$ cat src/rtl/rdf_pkg.sv
package rdf_pkg;

    localparam int unsigned DefWidth = 32;
    localparam int unsigned MinModulus = 15;

    typedef enum logic [1:0] {
        ST_OK      = 2'd0,
        ST_INVALID = 2'd1,
        ST_NOINV   = 2'd2
    } t_status;

    // datapath operations
    typedef enum logic [2:0] {
        OP_NONE,
        OP_LOAD,     // capture inputs
        OP_DIV,      // one restoring-division bit step (a / b)
        OP_MUL,      // one shift-add modular multiply step
        OP_EUC,      // commit one Euclid iteration
        OP_POW_SEL,  // choose next multiply of the exponentiation
        OP_POW_DONE  // commit multiply result to acc or base
    } t_op;

    typedef enum logic [3:0] {
        S_IDLE,
        S_CHECK,
        S_QDIV,
        S_PHI,
        S_PHIMUL,
        S_EINIT,
        S_EDIV,
        S_EMUL,
        S_ECOMMIT,
        S_PSEL,
        S_PMUL,
        S_PCOMMIT,
        S_OUT
    } t_state;

    typedef struct packed {
        t_op   op;
        logic  div_start;
        logic  mul_start;
        logic  [2:0] mul_src;  // which operands feed the multiplier
        logic  set_q;
        logic  set_phi;
        logic  euc_init;
        logic  pow_init;
    } t_cmd;

    // multiplier operand selects
    localparam logic [2:0] MS_PHI  = 3'd0;
    localparam logic [2:0] MS_EUC  = 3'd1;
    localparam logic [2:0] MS_ACC  = 3'd2;
    localparam logic [2:0] MS_SQR  = 3'd3;

    typedef struct packed {
        logic    invalid;
        logic    q_small;
        logic    div_busy;
        logic    mul_busy;
        logic    rcur_zero;
        logic    rprev_one;
        logic    exp_zero;
        logic    exp_bit;
        logic    pow_phase; // 0: acc multiply pending, 1: square pending
    } t_stat;

endpackage

$ cat src/rtl/rdf_ctrl.sv
module rdf_ctrl (
    input  logic          i_clk,
    input  logic          i_rst_n,
    input  logic          i_valid,
    output logic          o_stall,
    output logic          o_valid,
    input  logic          i_stall,
    input  rdf_pkg::t_stat i_st,
    output rdf_pkg::t_cmd  o_cmd,
    output logic          o_fail,
    output logic          o_noinv
);
    import rdf_pkg::*;

    t_state r_state, n_state;
    logic   r_started, n_started;

    // state register
    always_ff @(posedge i_clk) begin
        if (!i_rst_n) begin
            r_state   <= S_IDLE;
            r_started <= 1'b0;
        end else begin
            r_state   <= n_state;
            r_started <= n_started;
        end
    end

    // next state and commands
    always_comb begin
        n_state   = r_state;
        n_started = 1'b0;
        o_cmd     = '0;
        o_cmd.op  = OP_NONE;
        o_stall   = 1'b1;
        o_valid   = 1'b0;
        o_fail    = 1'b0;
        o_noinv   = 1'b0;
        case (r_state)
            S_IDLE: begin
                o_stall = 1'b0;
                if (i_valid) begin
                    o_cmd.op = OP_LOAD;
                    n_state  = S_CHECK;
                end
            end
            S_CHECK: begin
                if (i_st.invalid) begin
                    o_fail  = 1'b1;
                    n_state = S_OUT;
                end else begin
                    o_cmd.div_start = 1'b1;
                    n_state = S_QDIV;
                end
            end
            S_QDIV: begin
                if (!i_st.div_busy) begin
                    o_cmd.set_q = 1'b1;
                    n_state = S_PHI;
                end else begin
                    o_cmd.op = OP_DIV;
                end
            end
            S_PHI: begin
                if (i_st.q_small) begin
                    o_fail  = 1'b1;
                    n_state = S_OUT;
                end else begin
                    o_cmd.mul_start = 1'b1;
                    o_cmd.mul_src   = MS_PHI;
                    n_state = S_PHIMUL;
                end
            end
            S_PHIMUL: begin
                o_cmd.mul_src = MS_PHI;
                if (!i_st.mul_busy) begin
                    o_cmd.set_phi = 1'b1;
                    n_state = S_EINIT;
                end else begin
                    o_cmd.op = OP_MUL;
                end
            end
            S_EINIT: begin
                o_cmd.euc_init = 1'b1;
                n_state = S_EDIV;
                n_started = 1'b1;
            end
            S_EDIV: begin
                if (r_started) begin
                    if (i_st.rcur_zero) begin
                        if (i_st.rprev_one) begin
                            o_cmd.pow_init = 1'b1;
                            n_state = S_PSEL;
                        end else begin
                            o_noinv = 1'b1;
                            n_state = S_OUT;
                        end
                    end else begin
                        o_cmd.div_start = 1'b1;
                    end
                end else if (!i_st.div_busy) begin
                    o_cmd.mul_start = 1'b1;
                    o_cmd.mul_src   = MS_EUC;
                    n_state = S_EMUL;
                end else begin
                    o_cmd.op = OP_DIV;
                    n_state = S_EDIV;
                end
            end
            S_EMUL: begin
                o_cmd.mul_src = MS_EUC;
                if (!i_st.mul_busy) begin
                    n_state = S_ECOMMIT;
                end else begin
                    o_cmd.op = OP_MUL;
                end
            end
            S_ECOMMIT: begin
                o_cmd.op  = OP_EUC;
                n_state   = S_EDIV;
                n_started = 1'b1;
            end
            S_PSEL: begin
                if (i_st.exp_zero && !i_st.pow_phase) begin
                    n_state = S_OUT;
                end else begin
                    o_cmd.op = OP_POW_SEL;
                    if (!i_st.pow_phase && !i_st.exp_bit) begin
                        n_state = S_PSEL;
                    end else begin
                        o_cmd.mul_start = 1'b1;
                        o_cmd.mul_src = i_st.pow_phase ? MS_SQR : MS_ACC;
                        n_state = S_PMUL;
                    end
                end
            end
            S_PMUL: begin
                o_cmd.mul_src = i_st.pow_phase ? MS_SQR : MS_ACC;
                if (!i_st.mul_busy) begin
                    n_state = S_PCOMMIT;
                end else begin
                    o_cmd.op = OP_MUL;
                end
            end
            S_PCOMMIT: begin
                o_cmd.op = OP_POW_DONE;
                n_state  = S_PSEL;
            end
            S_OUT: begin
                o_valid = 1'b1;
                if (!i_stall) begin
                    n_state = S_IDLE;
                end
            end
            default: n_state = S_IDLE;
        endcase
    end

    assert property (@(posedge i_clk) disable iff (!i_rst_n)
        (r_state == S_OUT && i_stall) |=> (r_state == S_OUT))
        else $error("result dropped while stalled");
    assert property (@(posedge i_clk) disable iff (!i_rst_n)
        (r_state == S_IDLE && i_valid) |=> (r_state == S_CHECK))
        else $error("accepted word not started");
    assert property (@(posedge i_clk) disable iff (!i_rst_n)
        o_valid |-> o_stall)
        else $error("input taken while result pending");
endmodule

$ cat src/rtl/rdf_dp.sv
module rdf_dp #(
    parameter int unsigned WIDTH = rdf_pkg::DefWidth
) (
    input  logic             i_clk,
    input  logic             i_rst_n,
    input  logic [WIDTH-1:0] i_modulus,
    input  logic [WIDTH-1:0] i_prime_factor,
    input  logic [WIDTH-1:0] i_public_exponent,
    input  logic [WIDTH-1:0] i_ciphertext,
    input  rdf_pkg::t_cmd    i_cmd,
    input  logic             i_fail,
    input  logic             i_noinv,
    output rdf_pkg::t_stat   o_st,
    output logic [WIDTH-1:0] o_message,
    output logic [1:0]       o_status
);
    import rdf_pkg::*;

    localparam int unsigned CW = $clog2(WIDTH + 1);

    logic [WIDTH-1:0] r_n, r_p, r_e, r_c, r_q, r_phi;
    logic [WIDTH-1:0] r_rp, r_rc, r_tp, r_tc;
    logic [WIDTH-1:0] r_acc, r_base, r_exp;
    logic             r_phase;
    logic             r_qdone;
    logic [WIDTH-1:0] r_msg, n_msg;
    logic [1:0]       r_sts, n_sts;

    // divider: restoring, one quotient bit a cycle
    logic [WIDTH-1:0] r_dq, r_drem, r_dden, r_dsor;
    logic [CW-1:0]    r_dcnt;
    logic             r_dbusy;
    logic [WIDTH:0]   d_trial;

    // multiplier: shift-add mod m (plain product when m is zero), one bit a cycle
    logic [WIDTH-1:0] r_ma, r_mb, r_macc, r_mm;
    logic             r_mbusy;
    logic [WIDTH-1:0] s_ma, s_mb, s_mm;
    logic [WIDTH-1:0] m_sum, m_dbl;

    function automatic logic [WIDTH-1:0] f_addmod(
        input logic [WIDTH-1:0] x, input logic [WIDTH-1:0] y,
        input logic [WIDTH-1:0] m);
        logic [WIDTH-1:0] room;
        room = m - y;
        return (x >= room) ? (x - room) : (x + y);
    endfunction

    // multiplier operand select
    always_comb begin
        case (i_cmd.mul_src)
            MS_PHI: begin
                s_ma = r_p - 1'b1;
                s_mb = r_q - 1'b1;
                s_mm = '0; // plain product, wraps at WIDTH
            end
            MS_EUC: begin
                // t below phi, so the full quotient reduces on the fly
                s_ma = r_tc;
                s_mb = r_dq;
                s_mm = r_phi;
            end
            MS_ACC: begin
                s_ma = r_acc;
                s_mb = r_base;
                s_mm = r_n;
            end
            default: begin
                s_ma = r_base;
                s_mb = r_base;
                s_mm = r_n;
            end
        endcase
    end

    // modular add when modulus nonzero, plain add otherwise
    assign m_sum = (r_mm == '0) ? r_macc + r_ma : f_addmod(r_macc, r_ma, r_mm);
    assign m_dbl = (r_mm == '0) ? r_ma << 1 : f_addmod(r_ma, r_ma, r_mm);
    assign d_trial = {r_drem, r_dden[WIDTH-1]} - {1'b0, r_dsor};

    always_ff @(posedge i_clk) begin
        if (!i_rst_n) begin
            r_dbusy <= 1'b0;
            r_mbusy <= 1'b0;
        end else begin
            // divider; first divide is N / p, then Euclid steps
            if (i_cmd.div_start) begin
                r_dbusy <= 1'b1;
                r_dcnt  <= CW'(WIDTH);
                r_dq    <= '0;
                r_drem  <= '0;
                r_dden  <= r_qdone ? r_rp : r_n;
                r_dsor  <= r_qdone ? r_rc : r_p;
            end else if (i_cmd.op == OP_DIV) begin
                if (!d_trial[WIDTH]) begin
                    r_drem <= d_trial[WIDTH-1:0];
                    r_dq   <= {r_dq[WIDTH-2:0], 1'b1};
                end else begin
                    r_drem <= {r_drem[WIDTH-2:0], r_dden[WIDTH-1]};
                    r_dq   <= {r_dq[WIDTH-2:0], 1'b0};
                end
                r_dden <= r_dden << 1;
                r_dcnt <= r_dcnt - 1'b1;
                if (r_dcnt == CW'(1)) r_dbusy <= 1'b0;
            end
            // multiplier
            if (i_cmd.mul_start) begin
                r_mbusy <= 1'b1;
                r_ma    <= s_ma;
                r_mb    <= s_mb;
                r_mm    <= s_mm;
                r_macc  <= '0;
            end else if (i_cmd.op == OP_MUL) begin
                if (r_mb == '0) begin
                    r_mbusy <= 1'b0;
                end else begin
                    if (r_mb[0]) r_macc <= m_sum;
                    r_ma <= m_dbl;
                    r_mb <= r_mb >> 1;
                end
            end
        end
    end

    always_ff @(posedge i_clk) begin
        if (i_cmd.op == OP_LOAD) begin
            r_n     <= i_modulus;
            r_p     <= i_prime_factor;
            r_e     <= i_public_exponent;
            r_c     <= i_ciphertext;
            r_qdone <= 1'b0;
            r_phi   <= '0;
            r_rc    <= '0;
        end
        if (i_cmd.set_q) begin
            r_q     <= r_dq;
            r_qdone <= 1'b1;
        end
        if (i_cmd.set_phi) r_phi <= r_macc;
        if (i_cmd.euc_init) begin
            r_rp <= r_phi;
            r_rc <= r_e;
            r_tp <= '0;
            r_tc <= (r_phi == WIDTH'(1)) ? '0 : WIDTH'(1);
        end
        if (i_cmd.op == OP_EUC) begin
            r_rp <= r_rc;
            r_rc <= r_drem;
            r_tp <= r_tc;
            r_tc <= (r_tp >= r_macc) ? r_tp - r_macc : r_tp + (r_phi - r_macc);
        end
        if (i_cmd.pow_init) begin
            r_acc   <= WIDTH'(1);
            r_base  <= (r_c == r_n) ? '0 : r_c;
            r_exp   <= r_tp;
            r_phase <= 1'b0;
        end
        if (i_cmd.op == OP_POW_SEL && !r_phase && !r_exp[0]) r_phase <= 1'b1;
        if (i_cmd.op == OP_POW_DONE) begin
            if (!r_phase) begin
                r_acc   <= r_macc;
                r_phase <= 1'b1;
            end else begin
                r_base  <= r_macc;
                r_exp   <= r_exp >> 1;
                r_phase <= 1'b0;
            end
        end
        r_msg <= n_msg;
        r_sts <= n_sts;
    end

    // result
    always_comb begin
        n_msg = r_msg;
        n_sts = r_sts;
        if (i_cmd.op == OP_LOAD) begin
            n_msg = '0;
            n_sts = ST_OK;
        end else if (i_fail) begin
            n_sts = ST_INVALID;
        end else if (i_noinv) begin
            n_sts = ST_NOINV;
        end else if (i_cmd.op == OP_POW_SEL || i_cmd.pow_init) begin
            n_msg = i_cmd.pow_init ? WIDTH'(1) : r_acc;
        end else if (i_cmd.op == OP_NONE && r_exp == '0 && !r_phase) begin
            n_msg = r_acc;
        end
    end

    // status to controller
    always_comb begin
        o_st.invalid  = (r_n < WIDTH'(MinModulus)) || (r_e == '0) || (r_c == '0)
                        || (r_c > r_n) || (r_p < WIDTH'(2));
        o_st.q_small  = r_q < WIDTH'(2);
        o_st.div_busy = r_dbusy;
        o_st.mul_busy = r_mbusy;
        o_st.rcur_zero = r_rc == '0;
        o_st.rprev_one = r_rp == WIDTH'(1);
        o_st.exp_zero = r_exp == '0;
        o_st.exp_bit  = r_exp[0];
        o_st.pow_phase = r_phase;
    end

    assign o_message = (r_sts == ST_OK) ? r_msg : '0;
    assign o_status  = r_sts;

    assert property (@(posedge i_clk) disable iff (!i_rst_n)
        (i_cmd.op == OP_DIV) |-> r_dbusy)
        else $error("divide step while idle");
    assert property (@(posedge i_clk) disable iff (!i_rst_n)
        (i_cmd.op == OP_MUL) |-> r_mbusy)
        else $error("multiply step while idle");
    assert property (@(posedge i_clk) disable iff (!i_rst_n)
        i_cmd.div_start |=> r_dbusy)
        else $error("divider did not start");
endmodule

$ cat src/rtl/rsa_decrypt_from_factor.sv
// RSA decryption from one known prime factor.
// Input channel: i_valid / o_stall carry one word of modulus, prime factor,
// public exponent and ciphertext. A word is taken when i_valid is high and
// o_stall is low; o_stall stays high from acceptance until the result is taken.
// Output channel: o_valid / i_stall carry message and status (0 ok,
// 1 invalid input, 2 exponent not invertible modulo phi).
// Sequence: input rejected outright goes straight to the result, as does a
// cofactor below two after the division for q; otherwise a division for q,
// one multiply for phi, then per Euclid iteration a divide and a multiply,
// then up to two modular multiplies per exponent bit. The run time is set by
// the bit-serial divider and multiplier.
// One word is processed at a time; the next can be taken only after the result is taken.
// Reset (synchronous, active low) returns the controller to idle and drops
// any word in flight.
// While the receiver stalls, the result holds on the output and no new
// word is taken.
module rsa_decrypt_from_factor #(
    parameter int unsigned WIDTH = rdf_pkg::DefWidth
) (
    input  logic             i_clk,
    input  logic             i_rst_n,
    input  logic             i_valid,
    output logic             o_stall,
    input  logic [WIDTH-1:0] i_modulus,
    input  logic [WIDTH-1:0] i_prime_factor,
    input  logic [WIDTH-1:0] i_public_exponent,
    input  logic [WIDTH-1:0] i_ciphertext,
    output logic             o_valid,
    input  logic             i_stall,
    output logic [WIDTH-1:0] o_message,
    output logic [1:0]       o_status
);
    import rdf_pkg::*;

    t_cmd  w_cmd;
    t_stat w_st;
    logic  w_fail, w_noinv;

    rdf_ctrl u_ctrl (
        .i_clk   (i_clk),
        .i_rst_n (i_rst_n),
        .i_valid (i_valid),
        .o_stall (o_stall),
        .o_valid (o_valid),
        .i_stall (i_stall),
        .i_st    (w_st),
        .o_cmd   (w_cmd),
        .o_fail  (w_fail),
        .o_noinv (w_noinv)
    );

    rdf_dp #(.WIDTH(WIDTH)) u_dp (
        .i_clk             (i_clk),
        .i_rst_n           (i_rst_n),
        .i_modulus         (i_modulus),
        .i_prime_factor    (i_prime_factor),
        .i_public_exponent (i_public_exponent),
        .i_ciphertext      (i_ciphertext),
        .i_cmd             (w_cmd),
        .i_fail            (w_fail),
        .i_noinv           (w_noinv),
        .o_st              (w_st),
        .o_message         (o_message),
        .o_status          (o_status)
    );
endmodule
$ cat config.mk
export PLATFORM = sky130hd
export DESIGN_NAME = rsa_decrypt_from_factor
export DESIGN_NICKNAME = d
export VERILOG_FILES = /design/src/rtl/rdf_pkg.sv /design/src/rtl/rdf_ctrl.sv /design/src/rtl/rdf_dp.sv /design/src/rtl/rsa_decrypt_from_factor.sv
export SDC_FILE = /design/constraint.sdc
export NUM_CORES = 2
export LEC_CHECK = 0
export BUFFER_PORTS_ARGS = -buffer_cell sky130_fd_sc_hd__clkbuf_2
export CAP_MARGIN = 10
export CORE_UTILIZATION = 30
export CTS_CLUSTER_SIZE = 12
export DETAILED_ROUTE_END_ITERATION = 10
export GPL_TIMING_DRIVEN = 1
export PLACE_DENSITY = 0.51
export SLEW_MARGIN = 25
export SYNTH_ARGS = -nofsm -noshare
export SYNTH_HDL_FRONTEND = slang
export SYNTH_SLANG_ARGS = --single-unit
$ cat constraint.sdc
create_clock -name i_clk -period 14.36 [get_ports i_clk]
set_clock_uncertainty 0.1 [all_clocks]
set_input_delay 0 -clock i_clk [delete_from_list [all_inputs] [get_ports i_clk]]
set_output_delay 0 -clock i_clk [all_outputs]
set_load 0.02 [all_outputs]
==> impl_metrics.env <==
export IMPL_status="finished clean"
export IMPL_synth_top_area_share_pct=39.4
export IMPL_hp_class="primary input to register"
export IMPL_slew_headroom_pct=28.7
export IMPL_die_area_um2=150000
export IMPL_critPathMaxStageDelay_ns=0.61
export IMPL_ys_warnings_count=0
export IMPL_start_util_pct=30.4
export IMPL_grt_max_degree=96
export IMPL_register_area_um2=20300
export IMPL_crit_type="register to register"
export IMPL_grtUsageMet2_pct=34.9
export IMPL_drv_cap=0
export IMPL_num_rows=140
export IMPL_maxSlewViolCount=0
export IMPL_routed_wl_um=163000
export IMPL_synth_avg_cell_area_um2=9.73
export IMPL_coreArea_um2=146000
export IMPL_dp_hpwl_um=124000
export IMPL_cp_max_fo=37
export IMPL_multi_input_area_um2=22300
export IMPL_drcViolationCount=0
export IMPL_drtAntennaViolNets=0
export IMPL_yosysMostFrequentCell="edfxtp_1"
export IMPL_max_freq_ghz=0.150
export IMPL_synth_area_leader_cell="edfxtp_1"
export IMPL_nFillCells=14600
export IMPL_postCtsSetupBuffers=0
export IMPL_end_kind="register"
export IMPL_p_leak_nw=20.9
export IMPL_crit_buf_inv=3
export IMPL_crit_family="compound AO/OA/AOI/OAI gates"
export IMPL_post_route_util_pct=36.1
export IMPL_final_area_um2=52800
export IMPL_antenna_found_initial=11
export IMPL_finalCritPeriodShare_pct=46.4
export IMPL_syn_nets=4985
export IMPL_gp_congestion=0.934
export IMPL_setup_viol=0
export IMPL_vias=36900
export IMPL_crit_slowest_cell="a31oi_4"
export IMPL_vias_per_cell=5.33
export IMPL_io_buffers=167
export IMPL_numCtsBuffers=84
export IMPL_wl_per_cell_um=23.5
export IMPL_insertion_delay_ns=0.69
export IMPL_track_usage_pct=21.2
export IMPL_post_cts_resized=0
export IMPL_drt_iter0_drc=2999
export IMPL_htreeDepth=3
export IMPL_irDropWorstVdd_mv=0.134
export IMPL_dp_slack_ns=7.75
export IMPL_cts_tree="yes"
export IMPL_setup_tns_ns=0
export IMPL_grt_setup_unrepaired="no"
export IMPL_ctsHoldBuffers=261
export IMPL_ys_types=106
export IMPL_fp_dieW_um=387
export IMPL_period_needed_ns=6.67
export IMPL_worst_slack_ns=7.69
export IMPL_postPlaceCellArea_um2=47500
export IMPL_grt_pass1_vias=36000
export IMPL_layout_drive_gt1_share_pct=9.31
export IMPL_ctsLongestPathBuffers=3
export IMPL_drt_pass1_iterations=6
export IMPL_seq_area_frac_synth_pct=45.6
export IMPL_met3_usage_pct=2.29
export IMPL_synthCells=4567
export IMPL_worstPathArrival_ns=6.97
export IMPL_ys_ff_latch=721
export IMPL_area_delta_synth_final_pct=18.8
export IMPL_grt_busiest_layer="met2"
export IMPL_hold_viol=0
export IMPL_worst_pin_slew_ns=1.07
export IMPL_synth_area_top_cells="edfxtp_1 39%, ha_1 7.0%, dfxtp_1 6.2%"
export IMPL_cts_sinks=721
export IMPL_clk_pin_slew_ns=0.06
export IMPL_nNetsFinal=5360
export IMPL_yosys_top_cells_count="583 x edfxtp_1, 389 x nand2_1, 358 x nor2_1"
export IMPL_start_kind="register"
export IMPL_synth_edff_count=583
export IMPL_async_flop_share_pct=0
export IMPL_cp_required_ns=14.66
export IMPL_ios=168
export IMPL_powerDensity_nw_per_um2=197
export IMPL_grt_first_pass_wirelength_um=236000
export IMPL_cts_root_buffer="clkbuf_16"
export IMPL_grt_overflow_total=0
export IMPL_die_h_um=387
export IMPL_netlist_area_um2=44400
export IMPL_use_met1_pct=27.8
export IMPL_synth_main_ff_cell="edfxtp_1"
-- tightest hold or removal path: stages --
cell	delay, ns
dlygate4sd3_1	0.55
clkbuf_2	0.26
a21boi_0	0.19
-- kinds of logic after synthesis --
kind of cell               after synthesis  share of synthesized area [%]
and+or+nand+nor                       1450                           15.8
buffers and inverters                  514                           4.49
DFF                                    721                           45.6
xor gates and xnor gates               246                           4.96
muxes                                  139                           3.24
AOI/OAI and AO/OA                     1202                           17.0
adders and majority gates              295                           8.89
-- worst paths after layout --
check                              startpoint            end  slack (ns)  depth (start not counted)
worst max register to register   u_dp.r_mm[0]  u_dp.r_ma[15]        7.69                         27
worst min register to register  u_dp.r_msg[1]  u_dp.r_msg[1]        0.37                          2
worst min-delay path                  i_rst_n   u_dp.r_mbusy        0.27                          3
worst max-delay path             u_dp.r_mm[0]  u_dp.r_ma[15]        7.69                         27
-- where the power goes --
group	internal (W)	switching [W]	total [W]
clock	0.00121	0.000934	0.00215
sequential	0.00303	0.000518	0.00355
combinational	0.00176	0.00294	0.00470
total	0.00601	0.00439	0.0104
-- per-layer routing --
layer	wire length, µm	part of all wire (%)
met4	7540	4.6
met3	9000	5.5
met1	71000	44
met5	13	0.0080
met2	75300	46
-- area by class of cell --
class                           count  share of cell area (%)
Inverter                          313                    2.24
Timing Repair Buffer              490                    7.45
Sequential cell                   721                    38.4
Clock buffer                      111                    4.33
Multi-Input combinational cell   3332                    42.3
Clock inverter                     40                   0.704
Antenna cell                        3                  0.0142
Tap cell                         1917                    4.54
-- cell usage in the layout, fill, tap and decap left out, types with 27 or more instances in the layout --
master         Yosys  final
inv_1            311    311
or3_1             27     27
and2_1           139    139
nand4_1           43     43
fa_1              37     37
a31oi_1           36     36
xnor2_1          153    153
mux2_2            33     33
nand3_1          156    156
a211oi_1          74     74
nand2_1          389    386
nand2b_1          42     42
dfxtp_1          138    137
a22o_1            31     31
edfxtp_1         583    583
a21o_1           121    121
nor4_1            92     90
clkbuf_2           0    167
buf_4              1     61
a21oi_1          333    332
nor2_1           358    351
xor2_1            89     89
mux2i_1          105    105
clkbuf_16          0     85
dlygate4sd3_1      0    261
o211ai_1          49     49
nor3_1            60     59
ha_1             249    249
and3_1            52     52
nor2b_1           38     38
o21a_1            27     27
o21ai_0          343    341
-- through the flow --
| stage | hold slack (ns) | total power (W) | std cells |
|---|---|---|---|
| 5_1_grt | 0.275 | 0.0110 | 6925 |
| 3_3_place_gp | 0.0768 | 0.00812 | 6511 |
| 6_report | 0.270 | 0.0104 | 6927 |
| 2_1_floorplan | -0.00113 | 0.00671 | 4567 |
| 3_5_place_dp | 0.0786 | 0.00816 | 6512 |
| 4_1_cts | 0.223 | 0.0104 | 6924 |
No activity file was read; power rests on OpenSTA's default activity.
